[config.mk]
export PLATFORM = sky130hd
export DESIGN_NAME = button_debounce_autorepeat
export DESIGN_NICKNAME = d
export VERILOG_FILES = /design/src/rtl/bda_pkg.sv /design/src/rtl/bda_core.sv /design/src/rtl/bda_evq.sv /design/src/rtl/button_debounce_autorepeat.sv
export VERILOG_INCLUDE_DIRS = /design/src /design/src/rtl
export SDC_FILE = /design/constraint.sdc
export NUM_CORES = 1
export LEC_CHECK = 0
export ABC_AREA = 0
export BUFFER_PORTS_ARGS = -buffer_cell sky130_fd_sc_hd__buf_2
export CAP_MARGIN = 10
export CORE_MARGIN = 4
export CORE_UTILIZATION = 40
export CTS_BUF_LIST = sky130_fd_sc_hd__clkbuf_8
export DETAILED_ROUTE_END_ITERATION = 8
export GPL_TIMING_DRIVEN = 0
export SETUP_SLACK_MARGIN = 0.02
export SKIP_LAST_GASP = 1
export SLEW_MARGIN = 10
export SYNTH_ARGS = -nofsm -noshare
export SYNTH_HDL_FRONTEND = slang
export SYNTH_SLANG_ARGS = --single-unit
[constraint.sdc]
create_clock -name clk -period 9.1 [get_ports clk]
set_clock_uncertainty 0.2 [all_clocks]
set_input_delay 0 -clock clk [delete_from_list [all_inputs] [get_ports clk]]
set_output_delay 0 -clock clk [all_outputs]
set_load 0.02 [all_outputs]
[src/rtl/button_debounce_autorepeat_assert.svh]
// Assertion macros shared by the button debounce RTL.
`ifndef BUTTON_DEBOUNCE_AUTOREPEAT_ASSERT_SVH
`define BUTTON_DEBOUNCE_AUTOREPEAT_ASSERT_SVH

`ifndef SYNTHESIS
`define BDA_ASSERT_IMP(label, ante, cons, msg) \
	label: assert property (@(posedge clk) disable iff (!arst_n) (ante) |-> (cons)) \
		else $error(msg);
`define BDA_ASSERT_NXT(label, ante, cons, msg) \
	label: assert property (@(posedge clk) disable iff (!arst_n) (ante) |=> (cons)) \
		else $error(msg);
`else
`define BDA_ASSERT_IMP(label, ante, cons, msg)
`define BDA_ASSERT_NXT(label, ante, cons, msg)
`endif

`endif

[src/rtl/bda_pkg.sv]
// Shared types and constants for the button debounce and auto-repeat block.
package bda_pkg;

	localparam int LANES_MAX       = 4;
	localparam int PIN_W           = 4;
	localparam int DEB_W           = 10;
	localparam int HOLD_W          = 16;
	localparam int IDX_W           = 2;
	localparam int KIND_W          = 2;
	localparam int CFG_IDX_W       = 2;
	localparam int CFG_DATA_W      = 16;
	localparam int DEF_NUM_BUTTONS = 4;

	localparam logic [DEB_W-1:0]  DEF_DEBOUNCE = DEB_W'(15);
	localparam logic [HOLD_W-1:0] DEF_LONG     = HOLD_W'(500);
	localparam logic [HOLD_W-1:0] DEF_PERIOD   = HOLD_W'(200);
	localparam logic [HOLD_W-1:0] HOLD_MAX     = '1;

	localparam logic CMD_TICK       = 1'b0;
	localparam logic CMD_PIN_CHANGE = 1'b1;

	localparam logic [KIND_W-1:0] KIND_PRESS   = KIND_W'(0);
	localparam logic [KIND_W-1:0] KIND_RELEASE = KIND_W'(1);
	localparam logic [KIND_W-1:0] KIND_REPEAT  = KIND_W'(2);

	localparam logic [CFG_IDX_W-1:0] REG_DEBOUNCE = CFG_IDX_W'(0);
	localparam logic [CFG_IDX_W-1:0] REG_LONG     = CFG_IDX_W'(1);
	localparam logic [CFG_IDX_W-1:0] REG_PERIOD   = CFG_IDX_W'(2);

	typedef struct packed {
		logic [LANES_MAX-1:0]             mask;
		logic [LANES_MAX-1:0][KIND_W-1:0] kind;
	} ev_t;

endpackage

[src/rtl/bda_core.sv]
// Input register, debounce and hold state, and per-request event computation.
`include "button_debounce_autorepeat_assert.svh"
module bda_core import bda_pkg::*; #(
	parameter int NUM_BUTTONS = DEF_NUM_BUTTONS
) (
	input  logic                  clk,
	input  logic                  arst_n,
	input  logic                  in_valid,
	output logic                  in_ready,
	input  logic                  cmd,
	input  logic [PIN_W-1:0]      pin_levels,
	input  logic                  cfg_valid,
	input  logic [CFG_IDX_W-1:0]  cfg_index,
	input  logic [CFG_DATA_W-1:0] cfg_data,
	input  logic                  ev_ready,
	output logic                  ev_load,
	output ev_t                   ev
);

	localparam int LANES = (NUM_BUTTONS > LANES_MAX) ? LANES_MAX : NUM_BUTTONS;

	logic                   valid_s1;
	logic                   cmd_s1;
	logic [LANES-1:0]       pins_s1;

	logic [DEB_W-1:0]       deb_q;
	logic [HOLD_W-1:0]      long_q;
	logic [HOLD_W-1:0]      period_q;

	logic [LANES-1:0]              stable_q, stable_d;
	logic [DEB_W-1:0]              settle_q, settle_d;
	logic [LANES-1:0][HOLD_W-1:0]  hold_q, hold_d;
	logic [LANES-1:0]              rep_q, rep_d;
	logic [LANES-1:0][HOLD_W-1:0]  hinc;
	ev_t                           ev_c;
	logic                          advance;

	always_comb begin
		stable_d = stable_q;
		settle_d = settle_q;
		hold_d   = hold_q;
		rep_d    = rep_q;
		ev_c     = '0;
		for (int i = 0; i < LANES; i++) begin
			hinc[i] = (hold_q[i] == HOLD_MAX) ? hold_q[i] : hold_q[i] + HOLD_W'(1);
		end
		if (cmd_s1 == CMD_PIN_CHANGE) begin
			settle_d = deb_q;
			hold_d   = '0;
			rep_d    = '0;
		end else if (settle_q != '0) begin
			settle_d = settle_q - DEB_W'(1);
			if (settle_d == '0) begin
				for (int i = 0; i < LANES; i++) begin
					if (!pins_s1[i] != stable_q[i]) begin
						hold_d[i]   = '0;
						rep_d[i]    = 1'b0;
						stable_d[i] = !pins_s1[i];
						ev_c.mask[i] = 1'b1;
						ev_c.kind[i] = pins_s1[i] ? KIND_RELEASE : KIND_PRESS;
					end
				end
			end
		end else if (stable_q != '0) begin
			for (int i = 0; i < LANES; i++) begin
				if (!stable_q[i]) begin
					hold_d[i] = '0;
					rep_d[i]  = 1'b0;
				end else if (!rep_q[i]) begin
					hold_d[i] = hinc[i];
					if (hinc[i] >= long_q) begin
						rep_d[i]     = 1'b1;
						hold_d[i]    = '0;
						ev_c.mask[i] = 1'b1;
						ev_c.kind[i] = KIND_REPEAT;
					end
				end else begin
					hold_d[i] = hinc[i];
					if (hinc[i] >= period_q) begin
						hold_d[i]    = '0;
						ev_c.mask[i] = 1'b1;
						ev_c.kind[i] = KIND_REPEAT;
					end
				end
			end
		end
	end

	assign advance  = valid_s1 && ((ev_c.mask == '0) || ev_ready);
	assign ev_load  = advance && (ev_c.mask != '0);
	assign ev       = ev_c;
	assign in_ready = !valid_s1 || advance;

	always_ff @(posedge clk or negedge arst_n) begin
		if (!arst_n) begin
			valid_s1 <= 1'b0;
		end else if (in_ready) begin
			valid_s1 <= in_valid;
		end
	end

	always_ff @(posedge clk) begin
		if (in_valid && in_ready) begin
			cmd_s1  <= cmd;
			pins_s1 <= pin_levels[LANES-1:0];
		end
	end

	always_ff @(posedge clk or negedge arst_n) begin
		if (!arst_n) begin
			deb_q    <= DEF_DEBOUNCE;
			long_q   <= DEF_LONG;
			period_q <= DEF_PERIOD;
		end else if (cfg_valid) begin
			case (cfg_index)
				REG_DEBOUNCE: deb_q    <= cfg_data[DEB_W-1:0];
				REG_LONG:     long_q   <= cfg_data[HOLD_W-1:0];
				REG_PERIOD:   period_q <= cfg_data[HOLD_W-1:0];
				default: ;
			endcase
		end
	end

	always_ff @(posedge clk or negedge arst_n) begin
		if (!arst_n) begin
			stable_q <= '0;
			settle_q <= '0;
			hold_q   <= '0;
			rep_q    <= '0;
		end else if (advance) begin
			stable_q <= stable_d;
			settle_q <= settle_d;
			hold_q   <= hold_d;
			rep_q    <= rep_d;
		end
	end

	`BDA_ASSERT_NXT(a_pin_change_restart, advance && (cmd_s1 == CMD_PIN_CHANGE), (settle_q == $past(deb_q)) && (hold_q == '0) && (rep_q == '0), "pin change did not restart settling")
	`BDA_ASSERT_IMP(a_events_only_on_tick, ev_load, cmd_s1 == CMD_TICK, "events raised by a pin change")
	`BDA_ASSERT_NXT(a_idle_settle_stays, advance && (cmd_s1 == CMD_TICK) && (settle_q == '0), settle_q == '0, "countdown started on a tick")

endmodule

[src/rtl/bda_evq.sv]
// Event register that hands out one event per cycle while out_ready is high, in ascending button order.
`include "button_debounce_autorepeat_assert.svh"
module bda_evq import bda_pkg::*; #(
	parameter int NUM_BUTTONS = DEF_NUM_BUTTONS
) (
	input  logic              clk,
	input  logic              arst_n,
	input  logic              ev_load,
	input  ev_t               ev,
	output logic              ev_ready,
	output logic              out_valid,
	input  logic              out_ready,
	output logic [IDX_W-1:0]  button_index,
	output logic [KIND_W-1:0] event_kind,
	output logic              last_event
);

	localparam int LANES = (NUM_BUTTONS > LANES_MAX) ? LANES_MAX : NUM_BUTTONS;

	logic [LANES-1:0]             mask_q;
	logic [LANES-1:0][KIND_W-1:0] kind_q;
	logic [LANES-1:0]             low;
	logic                         take;

	always_comb begin
		button_index = '0;
		event_kind   = KIND_PRESS;
		for (int i = LANES - 1; i >= 0; i--) begin
			if (mask_q[i]) begin
				button_index = IDX_W'(i);
				event_kind   = kind_q[i];
			end
		end
	end

	assign low        = mask_q & (~mask_q + LANES'(1));
	assign out_valid  = (mask_q != '0);
	assign last_event = out_valid && ((mask_q & ~low) == '0);
	assign take       = out_valid && out_ready;
	assign ev_ready   = !out_valid || (take && last_event);

	always_ff @(posedge clk or negedge arst_n) begin
		if (!arst_n) begin
			mask_q <= '0;
		end else if (ev_load) begin
			mask_q <= ev.mask[LANES-1:0];
		end else if (take) begin
			mask_q <= mask_q & ~low;
		end
	end

	always_ff @(posedge clk) begin
		if (ev_load) begin
			kind_q <= ev.kind[LANES-1:0];
		end
	end

	`BDA_ASSERT_NXT(a_more_follow, take && !last_event, out_valid, "events lost before the last one")
	`BDA_ASSERT_NXT(a_drained, take && last_event && !ev_load, !out_valid, "event repeated after the last one")
	`BDA_ASSERT_NXT(a_hold_stalled, out_valid && !out_ready, out_valid && (button_index == $past(button_index)) && (event_kind == $past(event_kind)), "stalled event changed")

endmodule

[src/rtl/button_debounce_autorepeat.sv]
// Button debounce with long-press auto-repeat, top level.
// A request's events pass the input register and then the event register before they are offered.
// Throughput: one request per cycle; a tick with k events holds the next
// eventful request back until its k events have gone out, one per cycle while out_ready is high.
// Reset clears the debounce state, hold counters and pending events, and loads
// the register defaults (debounce 15, long press 500, repeat period 200).
module button_debounce_autorepeat import bda_pkg::*; #(
	parameter int NUM_BUTTONS = DEF_NUM_BUTTONS
) (
	input  logic                  clk,
	input  logic                  arst_n,
	input  logic                  in_valid,
	output logic                  in_ready,
	input  logic                  cmd,
	input  logic [PIN_W-1:0]      pin_levels,
	output logic                  out_valid,
	input  logic                  out_ready,
	output logic [IDX_W-1:0]      button_index,
	output logic [KIND_W-1:0]     event_kind,
	output logic                  last_event,
	input  logic                  cfg_valid,
	output logic                  cfg_ready,
	input  logic [CFG_IDX_W-1:0]  cfg_index,
	input  logic [CFG_DATA_W-1:0] cfg_data
);

	ev_t  ev;
	logic ev_load;
	logic ev_ready;

	assign cfg_ready = 1'b1;

	bda_core #(
		.NUM_BUTTONS(NUM_BUTTONS)
	) u_core (
		.clk       (clk),
		.arst_n    (arst_n),
		.in_valid  (in_valid),
		.in_ready  (in_ready),
		.cmd       (cmd),
		.pin_levels(pin_levels),
		.cfg_valid (cfg_valid),
		.cfg_index (cfg_index),
		.cfg_data  (cfg_data),
		.ev_ready  (ev_ready),
		.ev_load   (ev_load),
		.ev        (ev)
	);

	bda_evq #(
		.NUM_BUTTONS(NUM_BUTTONS)
	) u_evq (
		.clk         (clk),
		.arst_n      (arst_n),
		.ev_load     (ev_load),
		.ev          (ev),
		.ev_ready    (ev_ready),
		.out_valid   (out_valid),
		.out_ready   (out_ready),
		.button_index(button_index),
		.event_kind  (event_kind),
		.last_event  (last_event)
	);

endmodule
==> metrics, run 1 <==
run status finished, final reports clean; register bit count reported by yosys ~140; synthesized instance count around 1200; worst-case setup slack after placement about 3.0 ns; total vias in the final route 9308; total of buffers placed on input and output ports 34; First-pass DRT Iterations 5; number of inserted diodes 0; number of hold violations in the final report 0; fillcell total 2567; sum of overflow across all layers after global routing 0; setup repair after global routing missed its margin false; area inside the core boundary around 27000 sq um; die footprint approximately 30000 sq um; DRC errors left 0; leading cell types in the layout, fill and taps excluded sky130_fd_sc_hd__ha_1, sky130_fd_sc_hd__dfrtp_1, sky130_fd_sc_hd__nand2_1, sky130_fd_sc_hd__nor2_1, sky130_fd_sc_hd__o21ai_0; end point of the worst hold path u_core.cmd_s1; share of the yosys chip area belonging to registers 33.3%; DRC marker count from the first detailed-route iteration 700; drt via density around 5.8; startpoint-to-endpoint class of the critical path flop to flop; time the worst path needs with I/O delays and setup 6.16 ns; fraction of final layout cells with drive strength greater than 1 about 15%; height of the die 173 um; VDD IR-drop max 0.0940 mV; relative slew slack between 20% and 30%; CTS tree done; boundary pin count 36; Hold Path Class primary input to flop; Worst Max-Slew Pin Slew about 1.1 ns; worst-path fanout max 10; Reg2Reg Setup Slack 2.94 ns; wire length of the first global-routing pass approximately 50000 um; buffer count from post-CTS setup fixing 0; cts repair resizes 0; residual antenna-violating net count after detailed routing 0; achievable clock frequency 162 MHz; worst-case reg-to-reg path depth 18; min setup slack post-route around 2.9 ns; required time reported for the critical path endpoint 9.26 ns; detailed-route wire length per cell 19.5 um; type of element capturing the critical path flop; syn nets between 1000 and 1500; max_cap viols 0; final-report setup violation count 0; count of yosys warnings during synthesis 0; global routing usage summed across all routing layers between 20% and 30%; count of pins over their slew limit 0; clk root buf sky130_fd_sc_hd__clkbuf_8; setup TNS 0 ns; cell area reported after detailed placement 11600 sq um; number of flops mapped to enable cells by yosys 13; Die Wd around 170 um; post-synthesis cell type count 85; commonest non-fill, non-tap cell in the layout sky130_fd_sc_hd__ha_1; signal arrival time at the worst endpoint between 6 and 7 ns; latest clock arrival within the worst-skew pair roughly 0.48 ns; vias in the first global route 9027; worst reg2reg path startpoint u_core.hold_q[3]; prevailing post-synth register cell sky130_fd_sc_hd__dfrtp_1; power density over the cells around 150 nW/um^2; GP Congestion ~0.89; fraction of synthesis flops using an asynchronous set or reset pin about nine tenths; CTS Buf Count 17; Hold-fix buffers, CTS 33; area taken by flip-flops and latches around 3600 sq um; antenna violations before repair 0; post-detailed-routing wire length around 32000 um; reg2reg end u_core.hold_q[13]; startpoint type of the worst setup path flop; final-stage net count between 1000 and 1500; fin crit share roughly 68%; CTS H-tree depth 4; clock transition at the register clock pins on the worst setup and hold paths after CTS 0.11 ns; Worst Hold Depth 2; HPWL Detailed roughly 23000 um; Post-Syn Area 10900 sq um; number of buffers on the longest clock path 2; pin count of the biggest net entering global routing 81; post-route cell area 12300 sq um; min-delay src cmd; total area of multi-input combinational cells approximately 7000 sq um; reported leakage power slightly below 6 nW; effective utilization at floorplan 40.6%; relative area change from synthesis to final layout 12.8%; total clock sinks ~140; FP Rows 60; post-synthesis average cell area between 9 and 10 sq um
cell usage after synthesis, types with 12 or more instances:
master | n | share of area, %
sky130_fd_sc_hd__ha_1 | 138 | 16
sky130_fd_sc_hd__dfrtp_1 | 116 | 27
sky130_fd_sc_hd__nand2_1 | 88 | 3.0
sky130_fd_sc_hd__nor2_1 | 88 | 3.0
sky130_fd_sc_hd__o21ai_0 | 84 | 3.9
sky130_fd_sc_hd__a21oi_1 | 59 | 2.7
sky130_fd_sc_hd__inv_1 | 56 | 1.9
sky130_fd_sc_hd__mux2_2 | 47 | 4.9
sky130_fd_sc_hd__nand3_1 | 36 | 1.7
sky130_fd_sc_hd__xnor2_1 | 30 | 2.4
sky130_fd_sc_hd__nand2b_1 | 26 | 1.5
sky130_fd_sc_hd__o31ai_1 | 26 | 1.8
sky130_fd_sc_hd__nand4_1 | 25 | 1.4
sky130_fd_sc_hd__a21o_1 | 24 | 1.7
sky130_fd_sc_hd__clkbuf_1 | 22 | 0.76
sky130_fd_sc_hd__nor3_1 | 19 | 0.87
sky130_fd_sc_hd__and2_1 | 17 | 0.97
sky130_fd_sc_hd__dfstp_2 | 13 | 3.1
sky130_fd_sc_hd__edfxtp_1 | 13 | 3.6
sky130_fd_sc_hd__o21a_1 | 13 | 0.89
sky130_fd_sc_hd__xor2_1 | 13 | 1.0
sky130_fd_sc_hd__nor2b_1 | 12 | 0.69
sky130_fd_sc_hd__o21ai_2 | 12 | 0.96
kinds of logic (layout without fill, tap and decap cells):
| logic type | after synthesis | in the layout | share of synthesized area (%) |
|---|---|---|---|
| AOI/OAI and AO/OA | 309 | 309 | 19.4 |
| xor gates and xnor gates | 43 | 43 | 3.45 |
| adders and majority gates | 138 | 138 | 15.8 |
| buffers and inverters | 99 | 200 | 4.09 |
| DFF | 142 | 142 | 33.3 |
| muxes | 52 | 52 | 5.32 |
| other | 1 | 1 | 0.0344 |
| and+or+nand+nor | 389 | 389 | 18.6 |
worst max-delay path, cell delays in order (launching register included):
cell	delay, ns
sky130_fd_sc_hd__dfrtp_1	0.49
sky130_fd_sc_hd__nand4_1	0.24
sky130_fd_sc_hd__or3_1	0.24
sky130_fd_sc_hd__nor3_1	0.13
sky130_fd_sc_hd__nor4b_1	0.79
sky130_fd_sc_hd__and3_1	0.35
sky130_fd_sc_hd__nand3_1	0.20
sky130_fd_sc_hd__xnor2_1	0.20
sky130_fd_sc_hd__ha_1	0.31
sky130_fd_sc_hd__nand4_1	0.11
sky130_fd_sc_hd__or3_1	0.38
sky130_fd_sc_hd__o32ai_1	0.30
sky130_fd_sc_hd__o22ai_1	0.17
sky130_fd_sc_hd__or4_1	0.51
sky130_fd_sc_hd__buf_2	0.20
sky130_fd_sc_hd__nor3b_4	0.19
sky130_fd_sc_hd__a21oi_2	0.35
sky130_fd_sc_hd__buf_2	0.31
sky130_fd_sc_hd__mux2_2	0.36
per-stage QoR:
step	hold WS, ns	power (mW)	cells	util [%]
floorplan	-0.496	1.13	1173	-
global placement	-0.0221	1.30	1548	42.8
detailed placement	-0.197	1.31	1549	43.0
CTS	0.00369	1.86	1614	45.8
global route	0.0266	1.96	1615	45.8
finish	0.0315	1.85	1615	45.8
power by group:
part | internal (mW) | switching (mW) | leakage [nW] | total, mW
logic | 0.205 | 0.338 | 3.79 | 0.543
clock network | 0.210 | 0.320 | 0.205 | 0.530
registers | 0.711 | 0.0694 | 1.80 | 0.781
total | 1.13 | 0.728 | 5.80 | 1.85
flip-flops by register name, indices dropped and copies added (netlist names):
signal	cells
u_core.rep_q	4
u_core.long_q	16
u_core.hold_q	64
u_core.period_q	16
u_core.stable_q	4
u_core.valid_s1	1
u_core.cmd_s1	1
u_evq.mask_q	4
u_evq.kind_q	8
u_core.pins_s1	4
u_core.settle_q	10
u_core.deb_q	10
metal layers:
| metal | vias to the layer above | wire, um | track usage [%] |
|---|---|---|---|
| met5 | - | 0 | 0 |
| met4 | 0 | 768 | 6.12 |
| met3 | 53 | 1420 | 3.37 |
| met2 | 244 | 14800 | 34.5 |
| met1 | 4495 | 14500 | 28.6 |
| li1 | 4516 | - | - |
layout make-up:
cell class	instances	area share, %
Multi-Input combinational cell	932	55.6
Clock buffer	17	1.90
Buffer	43	1.92
Clock inverter	15	1.39
Sequential cell	142	29.5
Tap cell	341	3.47
Timing Repair Buffer	69	4.52
Inverter	56	1.71
worst max-delay path by stage:
stage / start / end / slack, ns / cells past startpoint
final: u_core.hold_q[3] / u_core.hold_q[13] / 2.94 / 18
after global routing: u_core.hold_q[3] / u_core.hold_q[13] / 2.53 / 19
after CTS: u_core.hold_q[0] / u_core.hold_q[13] / 2.97 / 20
after detailed placement: u_core.hold_q[3] / u_core.hold_q[13] / 3.02 / 18
after global placement: u_core.hold_q[3] / u_core.hold_q[13] / 3.02 / 18
after floorplan: u_core.hold_q[3] / u_core.hold_q[13] / 3.97 / 18
No activity file was read; power rests on OpenSTA's default activity.
==> inputs of run 2 (changes only) <==
- clock period: 9.1 -> 5.67 ns (I/O delays scaled with it)
==> run 2 against run 1 <==
Final area increased by 1.7%. Total power increased by 61%. Critical path depth unchanged. Non-clock buffer count increased by 8. Sequential cell count unchanged. Clock-buffer cell count unchanged. Hold slack got worse by 0.0050 ns. Sequential share of layout area decreased by 0.47 points. Worst setup slack got worse by 2.7 ns. Combinational power increased by 63%. Register-to-register slack got worse by 2.7 ns.
==> metrics, run 2 (synthesis results as in run 1) <==
Die Wd 173 um (unchanged); die footprint 30000 sq um (unchanged); clk root buf sky130_fd_sc_hd__clkbuf_8; utilization after layout 46.6% (+0.77 points); largest reg by FF count u_core.hold_q; pin count of the biggest net entering global routing 81 (unchanged); CTS tree done; total vias in the final route 9353 (+0.48%); cell family contributing the most delay on the critical path simple AND/OR/NAND/NOR gates; area inside the core boundary 26900 sq um (unchanged); fin crit share 95.6% (+28 points); count of pins over their slew limit 0 (unchanged); total of buffers placed on input and output ports 34 (unchanged); global routing usage summed across all routing layers 21.0% (+0.075 points); residual antenna-violating net count after detailed routing 0 (unchanged); max_cap viols 0 (unchanged); CTS H-tree depth 4 (unchanged); effective utilization at floorplan 40.6% (unchanged); achievable clock frequency 185 MHz (+14%); vias in the first global route 9062 (+0.39%); min setup slack post-route 0.252 ns (-2.69 ns); signal arrival time at the worst endpoint 5.58 ns (-0.74 ns); leading registers by flop count u_core.hold_q: 64 flops, u_core.long_q: 16 flops, u_core.period_q: 16 flops; CTS Buf Count 17 (unchanged); antenna violations before repair 0 (unchanged); leading cell types in the layout, fill and taps excluded sky130_fd_sc_hd__ha_1, sky130_fd_sc_hd__dfrtp_1, sky130_fd_sc_hd__nand2_1, sky130_fd_sc_hd__nor2_1, sky130_fd_sc_hd__o21ai_0; number of buffers on the longest clock path 2 (unchanged); DRC errors left 0 (unchanged); Worst Max-Slew Pin Slew 0.829 ns (-0.279 ns); relative slew slack 44.3% (+19 points); run status finished, final reports clean; GRT met1 Usage 28.7% (+0.086 points); fraction of final layout cells with drive strength greater than 1 17.3% (+2.2 points); cell area reported after detailed placement 11600 sq um (unchanged); DRC marker count from the first detailed-route iteration 614 (-12%); number of buffer and inverter instances along the worst setup path 2 (unchanged); Critical Path Slowest Stage Cell sky130_fd_sc_hd__or4_1; number of inserted diodes 0 (unchanged); wire length of the first global-routing pass 50000 um (+0.33%); routing usage on met3 3.37% (unchanged); FP Rows 60 (unchanged); HPWL Detailed 23100 um (unchanged); total clock sinks 142 (unchanged); Total Power Consumption 2.99 mW (+61%); Hold Path Class primary input to flop; GR met2 Demand/Resource 34.7% (+0.16 points); GP Congestion 0.888 (unchanged); clock transition at the register clock pins on the worst setup and hold paths after CTS 0.11 ns (about the same); reported leakage power 5.92 nW (+2.1%); sum of overflow across all layers after global routing 0 (unchanged); required time reported for the critical path endpoint 5.83 ns (-3.43 ns); final-report setup violation count 0 (unchanged); worst hold slack 0.0265 ns (-0.00497 ns); startpoint type of the worst setup path flop; worst-path fanout max 10 (unchanged); First-pass DRT Iterations 5 (unchanged); height of the die 173 um (unchanged); VDD IR-drop max 0.151 mV (+61%); cell type with the highest occurrence count on the critical path sky130_fd_sc_hd__nand4_1; post-route cell area 12500 sq um (+1.7%); commonest non-fill, non-tap cell in the layout sky130_fd_sc_hd__ha_1; worst-case setup slack after placement -0.410 ns (-3.43 ns); time the worst path needs with I/O delays and setup 5.42 ns (-0.739 ns); detailed-route wire length per cell 19.5 um (about the same); startpoint-to-endpoint class of the critical path flop to flop; setup repair after global routing missed its margin true; number of hold violations in the final report 0 (unchanged); relative area change from synthesis to final layout 14.7%; final-stage net count 1435 (+0.56%); latest clock arrival within the worst-skew pair 0.49 ns (about the same); drt via density 5.76 (about the same); power density over the cells 239 nW/um^2 (+59%); grt peak-use layer met2; cell chain of the critical path nand4_1, or3_4, nor3_4, nor4b_4, and3_2, nand3_2, xnor2_1, ha_1, nand4_1, or3_1, o32ai_1, o22ai_1, or4_1, buf_2, nor3b_4, a21oi_4, clkbuf_4, mux2_2; boundary pin count 36 (unchanged); post-detailed-routing wire length 31700 um (+0.57%); Max stage delay on crit path 0.51 ns (-0.28 ns); type of element capturing the critical path flop; flip-flop count of the largest register after layout 64 (unchanged)
## run 2: cell types whose count changed in the layout (fill, tap and decap cells not counted), moves of 2 or more
cell | previous run | this run
sky130_fd_sc_hd__a21oi_2 | 2 | 4
sky130_fd_sc_hd__nand2b_1 | 26 | 24
sky130_fd_sc_hd__nor3_1 | 19 | 17
sky130_fd_sc_hd__nor4_4 | 1 | 3
sky130_fd_sc_hd__buf_2 | 42 | 39
sky130_fd_sc_hd__a21oi_1 | 59 | 56
sky130_fd_sc_hd__dfrtp_1 | 116 | 114
sky130_fd_sc_hd__nand2b_4 | 0 | 2
sky130_fd_sc_hd__nor4_1 | 9 | 6
sky130_fd_sc_hd__clkbuf_4 | 0 | 3
sky130_fd_sc_hd__clkbuf_1 | 22 | 20
sky130_fd_sc_hd__dfrtp_2 | 0 | 2
sky130_fd_sc_hd__buf_4 | 4 | 14
## run 2: power breakdown
group / total, mW / internal [mW] / switching (mW)
Clock: 0.854 / 0.337 / 0.517
Sequential: 1.25 / 1.14 / 0.112
Combinational: 0.885 / 0.336 / 0.549
## run 2: stage by stage
| stage | std cells | TNS, ns |
|---|---|---|
| floorplan | 1173 | 0 |
| global placement | 1548 | -12.71 |
| detailed placement | 1549 | -13.25 |
| CTS | 1613 | 0 |
| global route | 1623 | -0.0314 |
| finish | 1623 | 0 |
## run 2: final timing paths
kind / from / end / slack (ns) / cells past startpoint
worst max register to register: u_core.hold_q[6] / u_core.hold_q[13] / 0.25 / 18
min in group asynchronous: arst_n / u_core.hold_q[24] / 0.40 / 4
worst min-delay path: cmd / u_core.cmd_s1 / 0.03 / 2
max in group asynchronous: arst_n / u_core.period_q[7] / 4.40 / 4
worst max-delay path: u_core.hold_q[6] / u_core.hold_q[13] / 0.25 / 18
worst min register to register: u_core.pins_s1[3] / u_core.stable_q[3] / 0.29 / 1
## run 2: layer usage
layer | wire length, um | part of all wire, %
met3 | 1410 | 4.5
met5 | 0 | 0
met2 | 14900 | 47
met4 | 759 | 2.4
met1 | 14600 | 46
## run 2: area by class of cell
cell class / count / area [sq um]
timing repair buffer: 79 / 632
sequential: 142 / 3640
fill: 2553 / 14400
buffer: 41 / 236
clock buffer: 17 / 234
inverter: 56 / 210
multi-input combinational: 932 / 6970
clock inverter: 15 / 171
tap: 341 / 427
## run 2: repair_timing
action                                  in CTS  in global routing
endpoints found under the setup margin      84                 97
gates resized for setup                     12                 18
hold endpoints to repair                   173                  0
pin swaps                                    0                  7
setup buffers                                0                 10
hold buffers                                33                  0
